## src/hdl/fircb_pkg.sv

```systemverilog
// Shared types and constants for the circular-buffer FIR filter.
// Used by the front, queue, back and top-level modules; no dependencies.
package fircb_pkg;

  // Field widths fixed by the item format
  localparam int SAMPLE_W  = 16;
  localparam int COEF_W    = 16;
  localparam int IDX_W     = 6;
  localparam int PROD_W    = SAMPLE_W + COEF_W;
  localparam int FRAC_BITS = 14;

  // Rounding bias: half an LSB upward for positive sums, just under half
  // for negative sums, so an arithmetic shift rounds half away from zero
  localparam int ROUND_POS = 8192;
  localparam int ROUND_NEG = 8191;

  // Saturation limits of the 16-bit result
  localparam int SAT_MAX = 32767;
  localparam int SAT_MIN = -32768;

  // Command queue between front and back
  localparam int QUEUE_DEPTH = 2;

  // Function codes on the input item
  typedef enum logic [1:0] {
    FUNC_FILTER = 2'd0,
    FUNC_COEF   = 2'd1,
    FUNC_CLEAR  = 2'd2
  } func_t;

  // Commands that reach the back end after classification
  typedef enum logic [1:0] {
    OP_FILTER,
    OP_COEF,
    OP_CLEAR
  } cmd_op_t;

  typedef struct packed {
    cmd_op_t                    op;
    logic signed [SAMPLE_W-1:0] sample;
    logic [IDX_W-1:0]           coef_index;
    logic signed [COEF_W-1:0]   coef_value;
  } cmd_t;

  // Back-end states
  typedef enum logic [1:0] {
    ST_SWEEP,
    ST_IDLE,
    ST_MAC,
    ST_ROUND
  } back_state_t;

  // Status reported by the back end to the front end
  typedef struct packed {
    logic init_busy;
  } back_status_t;

endpackage

```

## src/hdl/fircb_front.sv

```systemverilog
// Front end: accepts input items, drops ignored ones, and forms commands.
// Depends on fircb_pkg.
module fircb_front #(
  parameter int TAPS = 63
) (
  input  logic                                clk,
  input  logic                                rst,
  input  logic                                in_valid,
  output logic                                in_stall,
  input  logic [1:0]                          func,
  input  logic signed [fircb_pkg::SAMPLE_W-1:0] sample,
  input  logic [fircb_pkg::IDX_W-1:0]         coef_index,
  input  logic signed [fircb_pkg::COEF_W-1:0] coef_value,
  input  fircb_pkg::back_status_t             status,
  output logic                                push,
  output fircb_pkg::cmd_t                     push_cmd,
  input  logic                                push_ready
);
  import fircb_pkg::*;

  logic   front_valid;
  cmd_t   front_cmd;
  logic   accept;
  logic   keep;
  cmd_t   cmd_in;

  // Classify the incoming item
  always_comb begin
    cmd_in.sample     = sample;
    cmd_in.coef_index = coef_index;
    cmd_in.coef_value = coef_value;
    cmd_in.op         = OP_FILTER;
    keep              = 1'b0;
    case (func)
      FUNC_FILTER: begin
        cmd_in.op = OP_FILTER;
        keep      = 1'b1;
      end
      FUNC_COEF: begin
        cmd_in.op = OP_COEF;
        keep      = (32'(coef_index) < TAPS);
      end
      FUNC_CLEAR: begin
        cmd_in.op = OP_CLEAR;
        keep      = 1'b1;
      end
      default: begin
        keep = 1'b0;
      end
    endcase
  end

  // Hold off while both memories are cleared after reset or the held command cannot move
  assign in_stall = status.init_busy || (front_valid && !push_ready);
  assign accept   = in_valid && !in_stall;
  assign push     = front_valid && push_ready;
  assign push_cmd = front_cmd;

  // Hold one classified item; drop the ignored ones
  always_ff @(posedge clk) begin
    if (rst) begin
      front_valid <= 1'b0;
    end else if (accept) begin
      front_valid <= keep;
    end else if (push) begin
      front_valid <= 1'b0;
    end
  end

  always_ff @(posedge clk) begin
    if (accept) begin
      front_cmd <= cmd_in;
    end
  end

endmodule

```

## src/hdl/fircb_queue.sv

```systemverilog
// Short command queue between the front end and the back end.
// Depends on fircb_pkg.
module fircb_queue (
  input  logic            clk,
  input  logic            rst,
  input  logic            push,
  input  fircb_pkg::cmd_t push_cmd,
  output logic            push_ready,
  output logic            pop_valid,
  output fircb_pkg::cmd_t pop_cmd,
  input  logic            pop
);
  import fircb_pkg::*;

  localparam int PTR_W = (QUEUE_DEPTH > 1) ? $clog2(QUEUE_DEPTH) : 1;
  localparam int CNT_W = $clog2(QUEUE_DEPTH + 1);

  cmd_t             entries [QUEUE_DEPTH];
  logic [PTR_W-1:0] wr_ptr;
  logic [PTR_W-1:0] rd_ptr;
  logic [CNT_W-1:0] count;

  assign push_ready = (count != CNT_W'(QUEUE_DEPTH));
  assign pop_valid  = (count != '0);
  assign pop_cmd    = entries[rd_ptr];

  // Advance pointers and occupancy
  always_ff @(posedge clk) begin
    if (rst) begin
      wr_ptr <= '0;
      rd_ptr <= '0;
      count  <= '0;
    end else begin
      if (push) begin
        wr_ptr <= (wr_ptr == PTR_W'(QUEUE_DEPTH - 1)) ? '0 : wr_ptr + 1'b1;
      end
      if (pop) begin
        rd_ptr <= (rd_ptr == PTR_W'(QUEUE_DEPTH - 1)) ? '0 : rd_ptr + 1'b1;
      end
      if (push && !pop) begin
        count <= count + 1'b1;
      end else if (pop && !push) begin
        count <= count - 1'b1;
      end
    end
  end

  // Store entries
  always_ff @(posedge clk) begin
    if (push) begin
      entries[wr_ptr] <= push_cmd;
    end
  end

endmodule

```

## src/hdl/fircb_back.sv

```systemverilog
// Back end: history ring and coefficient memories, a shared multiply-accumulate
// that walks the taps, rounding, saturation and the output register.
// Depends on fircb_pkg.
module fircb_back #(
  parameter int TAPS          = 63,
  parameter int HISTORY_DEPTH = 64
) (
  input  logic                                 clk,
  input  logic                                 rst,
  input  logic                                 pop_valid,
  input  fircb_pkg::cmd_t                      pop_cmd,
  output logic                                 pop,
  output fircb_pkg::back_status_t              status,
  output logic                                 out_valid,
  input  logic                                 out_stall,
  output logic signed [fircb_pkg::SAMPLE_W-1:0] filtered,
  output logic                                 clipped
);
  import fircb_pkg::*;

  localparam int HIST_AW = $clog2(HISTORY_DEPTH);
  localparam int COEF_AW = (TAPS > 1) ? $clog2(TAPS) : 1;
  localparam int TAP_W   = $clog2(TAPS + 1);
  localparam int SWEEP_N = (TAPS > HISTORY_DEPTH) ? TAPS : HISTORY_DEPTH;
  localparam int SWEEP_W = $clog2(SWEEP_N);
  localparam int ACC_W   = PROD_W + $clog2(TAPS) + 1;

  // Memories
  logic signed [SAMPLE_W-1:0] hist_mem [HISTORY_DEPTH];
  logic signed [COEF_W-1:0]   coef_mem [TAPS];

  back_state_t                state;
  back_state_t                state_next;
  logic                       sweep_coef;
  logic [SWEEP_W-1:0]         sweep_cnt;
  logic [HIST_AW-1:0]         wp;
  logic [HIST_AW-1:0]         wp_inc;
  logic [HIST_AW-1:0]         rd_ptr;
  logic [TAP_W-1:0]           tap_cnt;
  logic                       s1;
  logic                       s2;
  logic signed [COEF_W-1:0]   coef_q;
  logic signed [SAMPLE_W-1:0] hist_q;
  logic signed [PROD_W-1:0]   prod;
  logic signed [ACC_W-1:0]    acc;

  // Combinational control
  logic                       issue;
  logic                       sweep_last;
  logic                       mac_done;
  logic                       out_free;
  logic                       hist_we;
  logic [HIST_AW-1:0]         hist_waddr;
  logic signed [SAMPLE_W-1:0] hist_wdata;
  logic                       coef_we;
  logic [COEF_AW-1:0]         coef_waddr;
  logic signed [COEF_W-1:0]   coef_wdata;
  logic signed [ACC_W-1:0]    biased;
  logic signed [ACC_W-1:0]    rounded;
  logic                       sat_hi;
  logic                       sat_lo;

  assign wp_inc     = (wp == HIST_AW'(HISTORY_DEPTH - 1)) ? '0 : wp + 1'b1;
  assign issue      = (state == ST_MAC) && (tap_cnt != TAP_W'(TAPS));
  assign mac_done   = (state == ST_MAC) && (tap_cnt == TAP_W'(TAPS)) && !s1 && !s2;
  assign sweep_last = sweep_coef ? (sweep_cnt == SWEEP_W'(SWEEP_N - 1))
                                 : (sweep_cnt == SWEEP_W'(HISTORY_DEPTH - 1));
  assign out_free   = !out_valid || !out_stall;
  assign status.init_busy = (state == ST_SWEEP) && sweep_coef;

  // Round half away from zero, then saturate
  assign biased  = acc + (acc[ACC_W-1] ? ACC_W'(ROUND_NEG) : ACC_W'(ROUND_POS));
  assign rounded = biased >>> FRAC_BITS;
  assign sat_hi  = (rounded > ACC_W'(SAT_MAX));
  assign sat_lo  = (rounded < ACC_W'(SAT_MIN));

  // Next state and memory write controls
  always_comb begin
    state_next = state;
    pop        = 1'b0;
    hist_we    = 1'b0;
    hist_waddr = wp_inc;
    hist_wdata = pop_cmd.sample;
    coef_we    = 1'b0;
    coef_waddr = COEF_AW'(pop_cmd.coef_index);
    coef_wdata = pop_cmd.coef_value;
    case (state)
      ST_SWEEP: begin
        hist_waddr = sweep_cnt[HIST_AW-1:0];
        hist_wdata = '0;
        hist_we    = (32'(sweep_cnt) < HISTORY_DEPTH);
        coef_waddr = sweep_cnt[COEF_AW-1:0];
        coef_wdata = '0;
        coef_we    = sweep_coef && (32'(sweep_cnt) < TAPS);
        if (sweep_last) begin
          state_next = ST_IDLE;
        end
      end
      ST_IDLE: begin
        if (pop_valid) begin
          pop = 1'b1;
          case (pop_cmd.op)
            OP_FILTER: begin
              hist_we    = 1'b1;
              state_next = ST_MAC;
            end
            OP_COEF: begin
              coef_we = 1'b1;
            end
            OP_CLEAR: begin
              state_next = ST_SWEEP;
            end
            default: begin
              state_next = ST_IDLE;
            end
          endcase
        end
      end
      ST_MAC: begin
        if (mac_done) begin
          state_next = ST_ROUND;
        end
      end
      ST_ROUND: begin
        if (out_free) begin
          state_next = ST_IDLE;
        end
      end
      default: begin
        state_next = ST_IDLE;
      end
    endcase
  end

  // State and sequencing registers
  always_ff @(posedge clk) begin
    if (rst) begin
      state      <= ST_SWEEP;
      sweep_coef <= 1'b1;
      sweep_cnt  <= '0;
      wp         <= '0;
      tap_cnt    <= '0;
      s1         <= 1'b0;
      s2         <= 1'b0;
    end else begin
      state <= state_next;
      s1    <= issue;
      s2    <= s1;
      if (state == ST_SWEEP) begin
        if (sweep_last) begin
          sweep_coef <= 1'b0;
          sweep_cnt  <= '0;
        end else begin
          sweep_cnt <= sweep_cnt + 1'b1;
        end
      end
      if (pop && (pop_cmd.op == OP_FILTER)) begin
        wp      <= wp_inc;
        tap_cnt <= '0;
      end else if (pop && (pop_cmd.op == OP_CLEAR)) begin
        wp <= '0;
      end else if (issue) begin
        tap_cnt <= tap_cnt + 1'b1;
      end
    end
  end

  // Walk the ring backwards; accumulate the products
  always_ff @(posedge clk) begin
    if (pop && (pop_cmd.op == OP_FILTER)) begin
      rd_ptr <= wp_inc;
      acc    <= '0;
    end else begin
      if (issue) begin
        rd_ptr <= (rd_ptr == '0) ? HIST_AW'(HISTORY_DEPTH - 1) : rd_ptr - 1'b1;
      end
      if (s2) begin
        acc <= acc + ACC_W'(prod);
      end
    end
    prod <= coef_q * hist_q;
  end

  // History memory
  always_ff @(posedge clk) begin
    if (hist_we) begin
      hist_mem[hist_waddr] <= hist_wdata;
    end
    if (issue) begin
      hist_q <= hist_mem[rd_ptr];
    end
  end

  // Coefficient memory
  always_ff @(posedge clk) begin
    if (coef_we) begin
      coef_mem[coef_waddr] <= coef_wdata;
    end
    if (issue) begin
      coef_q <= coef_mem[tap_cnt[COEF_AW-1:0]];
    end
  end

  // Output register
  always_ff @(posedge clk) begin
    if (rst) begin
      out_valid <= 1'b0;
    end else if ((state == ST_ROUND) && out_free) begin
      out_valid <= 1'b1;
    end else if (!out_stall) begin
      out_valid <= 1'b0;
    end
  end

  always_ff @(posedge clk) begin
    if ((state == ST_ROUND) && out_free) begin
      clipped <= sat_hi || sat_lo;
      if (sat_hi) begin
        filtered <= SAMPLE_W'(SAT_MAX);
      end else if (sat_lo) begin
        filtered <= SAMPLE_W'(SAT_MIN);
      end else begin
        filtered <= rounded[SAMPLE_W-1:0];
      end
    end
  end

endmodule

```

## src/hdl/fir_filter_circular_buffer_top.sv

```systemverilog
// Channel | Handshake           | Payload
// in      | in_valid / in_stall | func, sample, coef_index, coef_value
// out     | out_valid / out_stall | filtered, clipped
//
// A filter item holds the back end through the pop, one coefficient and one
// history read per cycle into a shared multiply-accumulate, the drain of its
// pipeline, and a rounding state that waits while a held result is stalled.
// A coefficient is written as it is popped; a clear zeroes the history memory
// only. After reset both memories are cleared, and in_stall stays high until
// that is done. A two-entry queue lets the front keep accepting while the back
// works, and the output register holds a result under out_stall.
// Top level of the circular-buffer FIR filter; depends on fircb_pkg and the
// front, queue and back modules.
module fir_filter_circular_buffer_top #(
  parameter int TAPS          = 63,
  parameter int HISTORY_DEPTH = 64
) (
  input  logic                                  clk,
  input  logic                                  rst,
  input  logic                                  in_valid,
  output logic                                  in_stall,
  input  logic [1:0]                            func,
  input  logic signed [fircb_pkg::SAMPLE_W-1:0] sample,
  input  logic [fircb_pkg::IDX_W-1:0]           coef_index,
  input  logic signed [fircb_pkg::COEF_W-1:0]   coef_value,
  output logic                                  out_valid,
  input  logic                                  out_stall,
  output logic signed [fircb_pkg::SAMPLE_W-1:0] filtered,
  output logic                                  clipped
);
  import fircb_pkg::*;

  logic         push;
  cmd_t         push_cmd;
  logic         push_ready;
  logic         pop_valid;
  cmd_t         pop_cmd;
  logic         pop;
  back_status_t status;

  fircb_front #(
    .TAPS(TAPS)
  ) u_front (
    .clk       (clk),
    .rst       (rst),
    .in_valid  (in_valid),
    .in_stall  (in_stall),
    .func      (func),
    .sample    (sample),
    .coef_index(coef_index),
    .coef_value(coef_value),
    .status    (status),
    .push      (push),
    .push_cmd  (push_cmd),
    .push_ready(push_ready)
  );

  fircb_queue u_queue (
    .clk       (clk),
    .rst       (rst),
    .push      (push),
    .push_cmd  (push_cmd),
    .push_ready(push_ready),
    .pop_valid (pop_valid),
    .pop_cmd   (pop_cmd),
    .pop       (pop)
  );

  fircb_back #(
    .TAPS         (TAPS),
    .HISTORY_DEPTH(HISTORY_DEPTH)
  ) u_back (
    .clk      (clk),
    .rst      (rst),
    .pop_valid(pop_valid),
    .pop_cmd  (pop_cmd),
    .pop      (pop),
    .status   (status),
    .out_valid(out_valid),
    .out_stall(out_stall),
    .filtered (filtered),
    .clipped  (clipped)
  );

endmodule

```

## config.mk

```make
export PLATFORM = sky130hd
export DESIGN_NAME = fir_filter_circular_buffer_top
export DESIGN_NICKNAME = d
export VERILOG_FILES = /design/src/hdl/fircb_pkg.sv /design/src/hdl/fircb_front.sv /design/src/hdl/fircb_queue.sv /design/src/hdl/fircb_back.sv /design/src/hdl/fir_filter_circular_buffer_top.sv
export SDC_FILE = /design/constraint.sdc
export NUM_CORES = 2
export LEC_CHECK = 0
export ABC_CLOCK_PERIOD_IN_PS = 5620
export BUFFER_PORTS_ARGS = -buffer_cell sky130_fd_sc_hd__clkbuf_2
export CORE_MARGIN = 2
export CORE_UTILIZATION = 33
export CTS_BUF_LIST = sky130_fd_sc_hd__clkbuf_2
export DETAILED_ROUTE_END_ITERATION = 6
export GPL_ROUTABILITY_DRIVEN = 0
export PLACE_DENSITY_LB_ADDON = 0.12
export SYNTH_ARGS = -nofsm -noshare
export SYNTH_HDL_FRONTEND = slang
export SYNTH_SLANG_ARGS = --single-unit
export TNS_END_PERCENT = 1
```

## constraint.sdc

```tcl
create_clock -name clk -period 5.62 [get_ports clk]
set_input_delay 1.124 -clock clk [delete_from_list [all_inputs] [get_ports clk]]
set_output_delay 1.124 -clock clk [all_outputs]
set_load 0.01 [all_outputs]
```

Word level (Yosys, flattened, before mapping)
Memories as Yosys holds them, arrays and structs flattened. A register that Yosys moved wholly into a read port is not among the register bits.
Cells that the tools add are included.
W data, S select, Z words.
Cells by class
  bitwise logic cells: 1
  mux-type cells: 45
  reduce and logical (&&, ||, !) cells: 39
  multiply operators: 1
  eq/ne operators: 18
  order comparisons: 4
  add/subtract/negate cells: 10
Operator list (number)
  $mux W6: 9
  $mux W16: 3
  $add A39 B15 Y39: 1
  $add A39 B32 Y39: 1
  $mul A16 B16 Y32: 1
  $gt A25 B16 Y1 const B: 1
  $lt A25 B16 Y1 const B: 1
  $mux W1: 20
  $add A6 B1 Y6 const B: 3
  $eq A6 B6 Y1 const B: 3
  $logic_and A1 B1 Y1: 14
  $mux W14: 1
  $lt A6 B6 Y1 const B: 2
  $mux W2: 6
  $reduce_bool A2 Y1: 5
  $eq A2 B2 Y1 const B: 4
  $logic_not A1 Y1: 8
  $ne A2 B1 Y1 const B: 4
  $pmux W2 S4: 1
  $eq A2 B1 Y1 const B: 3
  $logic_not A2 Y1: 3
  $logic_not A6 Y1: 1
  $ne A2 B2 Y1 const B: 3
  $ne A6 B6 Y1 const B: 1
  12 further kinds: 19
Word-level totals
  bits in registers: 163
  memories kept: 3
  input port bits: 44
  memory bits (writable): 2112
  word-level logic and storage cells: 142
  output and inout port bits: 19
Memories
  u_back.hist_mem: depth 64, width 16, read ports 1, clocked after Yosys merged registers in 1, wr ports 1, line fircb_back.sv:29  | logic signed [SAMPLE_W-1:0] hist_mem [HISTORY_DEPTH];
  u_back.coef_mem: depth 63, width 16, read ports 1, clocked after Yosys merged registers in 1, wr ports 1, line fircb_back.sv:30  | logic signed [COEF_W-1:0] coef_mem [TAPS];
  u_queue.entries: depth 2, width 40, read ports 1, clocked after Yosys merged registers in 1, wr ports 1, line fircb_queue.sv:18  | cmd_t entries [QUEUE_DEPTH];

Logic depth before layout (Yosys ltp)
  depth after elaboration: 7
  depth in mapped cells: 24
  depth with buffers taken out: 23

Cells and area by module
A second synthesis with hierarchy kept.
Unflattened totals
  cells, all modules: 5303
  area, all modules: 99788.2 µm²
By module, submodules not included
  fircb_back: cells an instance 5101, area an instance 95381.5 µm², times used 1
  fircb_queue: cells an instance 146, area an instance 3080.5 µm², times used 1
  fircb_front: cells an instance 56, area an instance 1326.3 µm², times used 1

Least setup slack after synthesis
No wires, ideal clock.
  path type: register to register
  start: register u_back.coef_q[15], read port of u_back.coef_mem
  end: register u_back.prod[28]
  setup time: 0.072 ns
  setup slack: -0.404 ns
  buffers on the path: 1
  stages on the path, launching flop included: 23
  arrival: 5.951 ns
  cells stage by stage: edfxtp_1 clkbuf_1 nand2_1 inv_1 fa_1 fa_1 fa_1 fa_1 fa_1 inv_1 fa_1 inv_1 ha_1 a21o_1 a21o_1 a21oi_1 nor2_1 o21a_1 nor3_1 a21oi_1 a41oi_1 nor2b_1 xnor2_1
Between the ends
  cells in the longest elaborated chain, start to end: 1
RTL lines
  from (decl): line fircb_back.sv:42  | logic signed [COEF_W-1:0] coef_q;
  $mul A16 B16 Y32: line fircb_back.sv:181  | prod <= coef_q * hist_q;
  to (signal assigned): line fircb_back.sv:181
  to (decl): line fircb_back.sv:44  | logic signed [PROD_W-1:0] prod;
No other way between the ends.
A chain may end at the register's enable or synchronous reset.

Final worst setup path
  start: register u_back.hist_q[9], read port of u_back.hist_mem
  end: register u_back.prod[28]
Between the ends
  cells in the longest elaborated chain, start to end: 1
RTL lines
  from (decl): line fircb_back.sv:43  | logic signed [SAMPLE_W-1:0] hist_q;
  $mul A16 B16 Y32: line fircb_back.sv:181
No other way between the ends.

==> results.yml <==
synthesis:
  synthFlopType: "edfxtp_1"
  syn_avg_cell_area_sq_um: 17.9
  synth_nets: 6051
  yosys_warnings: 0
  netlist_area_sq_mm: 0.100
  synthDistinctLibCells: 78
  ys_seq_elements: 2308
  synth-edff-count: 2207
  syn_inst: 5601
  seq_area_frac_synth_pct: 68.1
  async_flop_share_pct: 0
grt:
  grt_max_degree: 100
  grt_pass1_vias: 57600
  grt_first_pass_wirelength_um: 400000
  grt-ovfl-total: 0
  antenna_found_initial: 16
  grt_usage_pct: 17.7
place:
  portBuffers: 62
  dp_hpwl_um: 168000
  dp_slack_ns: -0.458
clock_tree:
  cts_root_buf: "clkbuf_2"
  cts_buffers: 620
  clkSinkCount: 2308
  htree_levels: 6
  path_clk_slew_ns: 0.11
  clock_path_buffers: 4
  cts_tree: "yes"
  worstSkewPairLatency_ns: 2.00
pwr:
  peakVddDrop_mv: 0.193
  seq_power_share_pct: 59.9
  finalPower_mw: 31.4
  combPwrFrac_pct: 1.9
  switching_share_pct: 24.1
  cellPowerDensity_mw_per_mm2: 272
  switching_power_mw: 7.56
  clockPowerShare_pct: 38.3
  p_leak_nw: 36.8
  p_int_mw: 23.8
routing:
  dr.pass1.iters: 7
  wl_per_cell_um: 25.3
  ant_nets: 0
  drtIter0Drc: 3829
  drc: 0
  via_count: 54500
  via_per_inst: 4.98
  routed_wl_um: 276000
sta:
  fin_skew_ns: 0.302
  fin_crit_sh_pct: 108
  fin_ws_ns: -0.449
  max_freq_ghz: 0.165
  relSlewSlack_pct: 26.3
  hold_violations: 0
  final.setup.tns_ns: -4.09
  finalSetupViolations: 15
  finalMaxSlewViolations: 0
  tightest_slew_ns: 1.11
  rsz0062_at_grt: "yes"
  period_needed_ns: 6.07
worst_setup_path:
  cp_max_fo: 5
  crit_top_cell: "fa_1"
  cp.arrival_ns: 7.75
  crit_family: "adder cells"
  path_class: "reg -> reg"
  crit_buf_inv: 5
  crit_path_start_kind: "flip-flop"
  worstSetupEndpointType: "flip-flop"
  slowest_stage: "fa_1"
  worstPathCellList: "buf_6 > buf_12 > buf_6 > and2_4 > fa_2 > ha_2 > inv_2 > fa_1 > fa_1 > inv_2 > fa_1 > fa_1 > ha_4 > a21o_1 > a21o_1 > a21oi_1 > o31a_1 > nor4_4 > nor3_4 > a21oi_2 > a41oi_2 > nor2b_2 > xnor2_1"
  critPathMaxStageDelay_ns: 0.60
  crit_required_ns: 7.30
die:
  die-height_um: 555
  die_area_sq_mm: 0.308
  rows: 202
  chipWidth_um: 555
  ioPinCount: 63
  initial_core_util_pct: 33.1
  core_sq_mm: 0.303
run_status:
  violations: "negative setup slack"
  status: "complete, but fails checks"
layout:
  fin_nets: 6969
  syn2layout_area_growth_pct: 15.0
  layout-drive-gt1-share_pct: 31.4
min_path:
  hp-class: "reg -> reg"
job:
  drv_cap: 0
==> registers in the layout, summed over array words and instances, names as in the netlist, 2 cells and up, named ones only <==
| name | flops |
|---|---|
| u_queue.entries | 80 |
| u_back.prod | 32 |
| u_back.rd_ptr | 6 |
| u_back.coef_q | 16 |
| u_back.filtered | 16 |
| u_queue.count | 2 |
| u_back.acc | 39 |
| u_back.tap_cnt | 6 |
| u_back.sweep_cnt | 6 |
| u_back.hist_q | 16 |
| u_back.coef_mem | 1008 |
| u_back.hist_mem | 1024 |
| u_back.state | 2 |
| u_back.wp | 6 |
| u_front.push_cmd | 40 |
==> logic make-up after synthesis <==
group | share of synthesized area [%]
DFF | 68.1
AOI/OAI and AO/OA | 3.29
buffers and inverters | 2.20
and+or+nand+nor | 4.27
adders and majority gates | 7.04
xor gates and xnor gates | 0.874
muxes | 14.2
==> area by class of cell <==
class                   instances  area [sq um]
diodes                          7          17.5
clock buffers                 902          4510
clock inverters               155          1090
fillers                     28300        187000
inverters                     316          1190
multi-input cells            2722         30600
flip-flops and latches       2308         68300
well taps                    3978          4980
repair buffers                551          4560
==> worst reg2reg max path: stages, from the launching register on <==
cell      delay, ns
edfxtp_1       0.44
buf_6          0.16
buf_12         0.14
buf_6          0.12
and2_4         0.15
fa_2           0.57
ha_2           0.17
inv_2          0.04
fa_1           0.46
fa_1           0.51
inv_2          0.04
fa_1           0.50
fa_1           0.60
ha_4           0.22
a21o_1         0.15
a21o_1         0.17
a21oi_1        0.11
o31a_1         0.32
nor4_4         0.07
nor3_4         0.24
a21oi_2        0.10
a41oi_2        0.18
nor2b_2        0.18
xnor2_1        0.13
==> power groups by stage <==
stage	Clock [mW]	Combinational, mW	Sequential [mW]
after floorplan	0	0.248	19.2
after global placement	0	0.539	19.2
after detailed placement	0	0.546	19.2
after CTS	12.6	0.595	18.8
after global routing	13.4	0.619	18.8
final	12.0	0.584	18.8
==> cell usage after synthesis (12+ instances only) <==
master	number	area (sq um)
a31oi_1	12	75.1
o21ai_0	109	546
nand2b_1	25	156
xnor2_1	58	508
mux4_2	503	11300
inv_1	316	1190
dfxtp_1	101	2020
mux2_2	17	191
mux2i_1	269	2690
buf_1	56	210
buf_2	36	180
a211oi_1	14	105
nand3b_1	12	90.1
clkbuf_1	161	604
fa_1	263	5270
nand2_1	230	863
o21a_1	13	97.6
o22ai_1	34	213
nand3_1	48	240
a21o_1	25	188
ha_1	143	1790
a21oi_1	124	621
nor2_1	366	1370
nor3_1	41	205
nor2b_1	17	106
and2_1	124	776
edfxtp_1	2207	66300
nand4_1	13	81.3
xor2_1	42	368
o221ai_1	75	657
==> timing repair <==
item,CTS,global route
cloned,1,0
pin swaps,46,49
hold buffers,87,0
buffers inserted,17,8
setup endpoints to repair,16,18
gates resized for setup,60,46
endpoints found under the hold margin,127,0
==> final timing paths <==
path                                                    endpoint  slack (ns)                      startpoint  depth (start not counted)
worst max-delay path                     u_back.prod[28]$_DFF_P_       -0.45      u_back.hist_q[9]$_DFFE_PP_                         23
worst min-delay path            u_queue.entries[1][36]$_DFFE_PP_        0.37  u_front.push_cmd[36]$_DFFE_PP_                          0
worst max register to register           u_back.prod[28]$_DFF_P_       -0.45      u_back.hist_q[9]$_DFFE_PP_                         23
worst min register to register  u_queue.entries[1][36]$_DFFE_PP_        0.37  u_front.push_cmd[36]$_DFFE_PP_                          0
==> routing by layer <==
layer | GRT usage [%] | vias up | share of wire (%)
li1 | - | 23900 | -
met1 | 24.1 | 28800 | 44
met2 | 29.6 | 1331 | 50
met3 | 2.87 | 376 | 4.4
met4 | 4.49 | 4 | 1.8
met5 | 0 | - | 0.0076
==> placed cells by master (no fill, tap or decap), types with 15 or more instances in the layout <==
master and instances:
inv_1 299, a21o_1 25, buf_4 362, clkbuf_2 964
nor3_1 39, mux2i_1 269, mux2_2 17, nor2_4 39
o221ai_1 75, buf_12 23, nor2b_1 15, dfxtp_1 95
clkinv_1 89, ha_1 132, o21ai_0 107, xnor2_1 58
nand2_1 222, edfxtp_1 2207, nor2_1 270, a21oi_1 112
inv_2 24, and2_1 119, nand3_1 46, o22ai_1 34
fa_1 249, nor2_2 58, nand2b_1 23, mux4_2 503
dlygate4sd3_1 87, xor2_1 42
==> through the flow <==
| stage | util (%) | cells | hold WS [ns] | instance area [sq um] |
|---|---|---|---|---|
| after floorplan | - | 5601 | 0.421 | 100000 |
| after global placement | 35.7 | 9763 | 0.424 | 108000 |
| after detailed placement | 35.7 | 9763 | 0.433 | 108000 |
| after CTS | 38.0 | 10900 | 0.0281 | 115000 |
| after global routing | 38.1 | 10900 | 0.166 | 115000 |
| final | 38.1 | 10900 | 0.367 | 115000 |
Note: power is estimated with default switching activity, not from simulation.
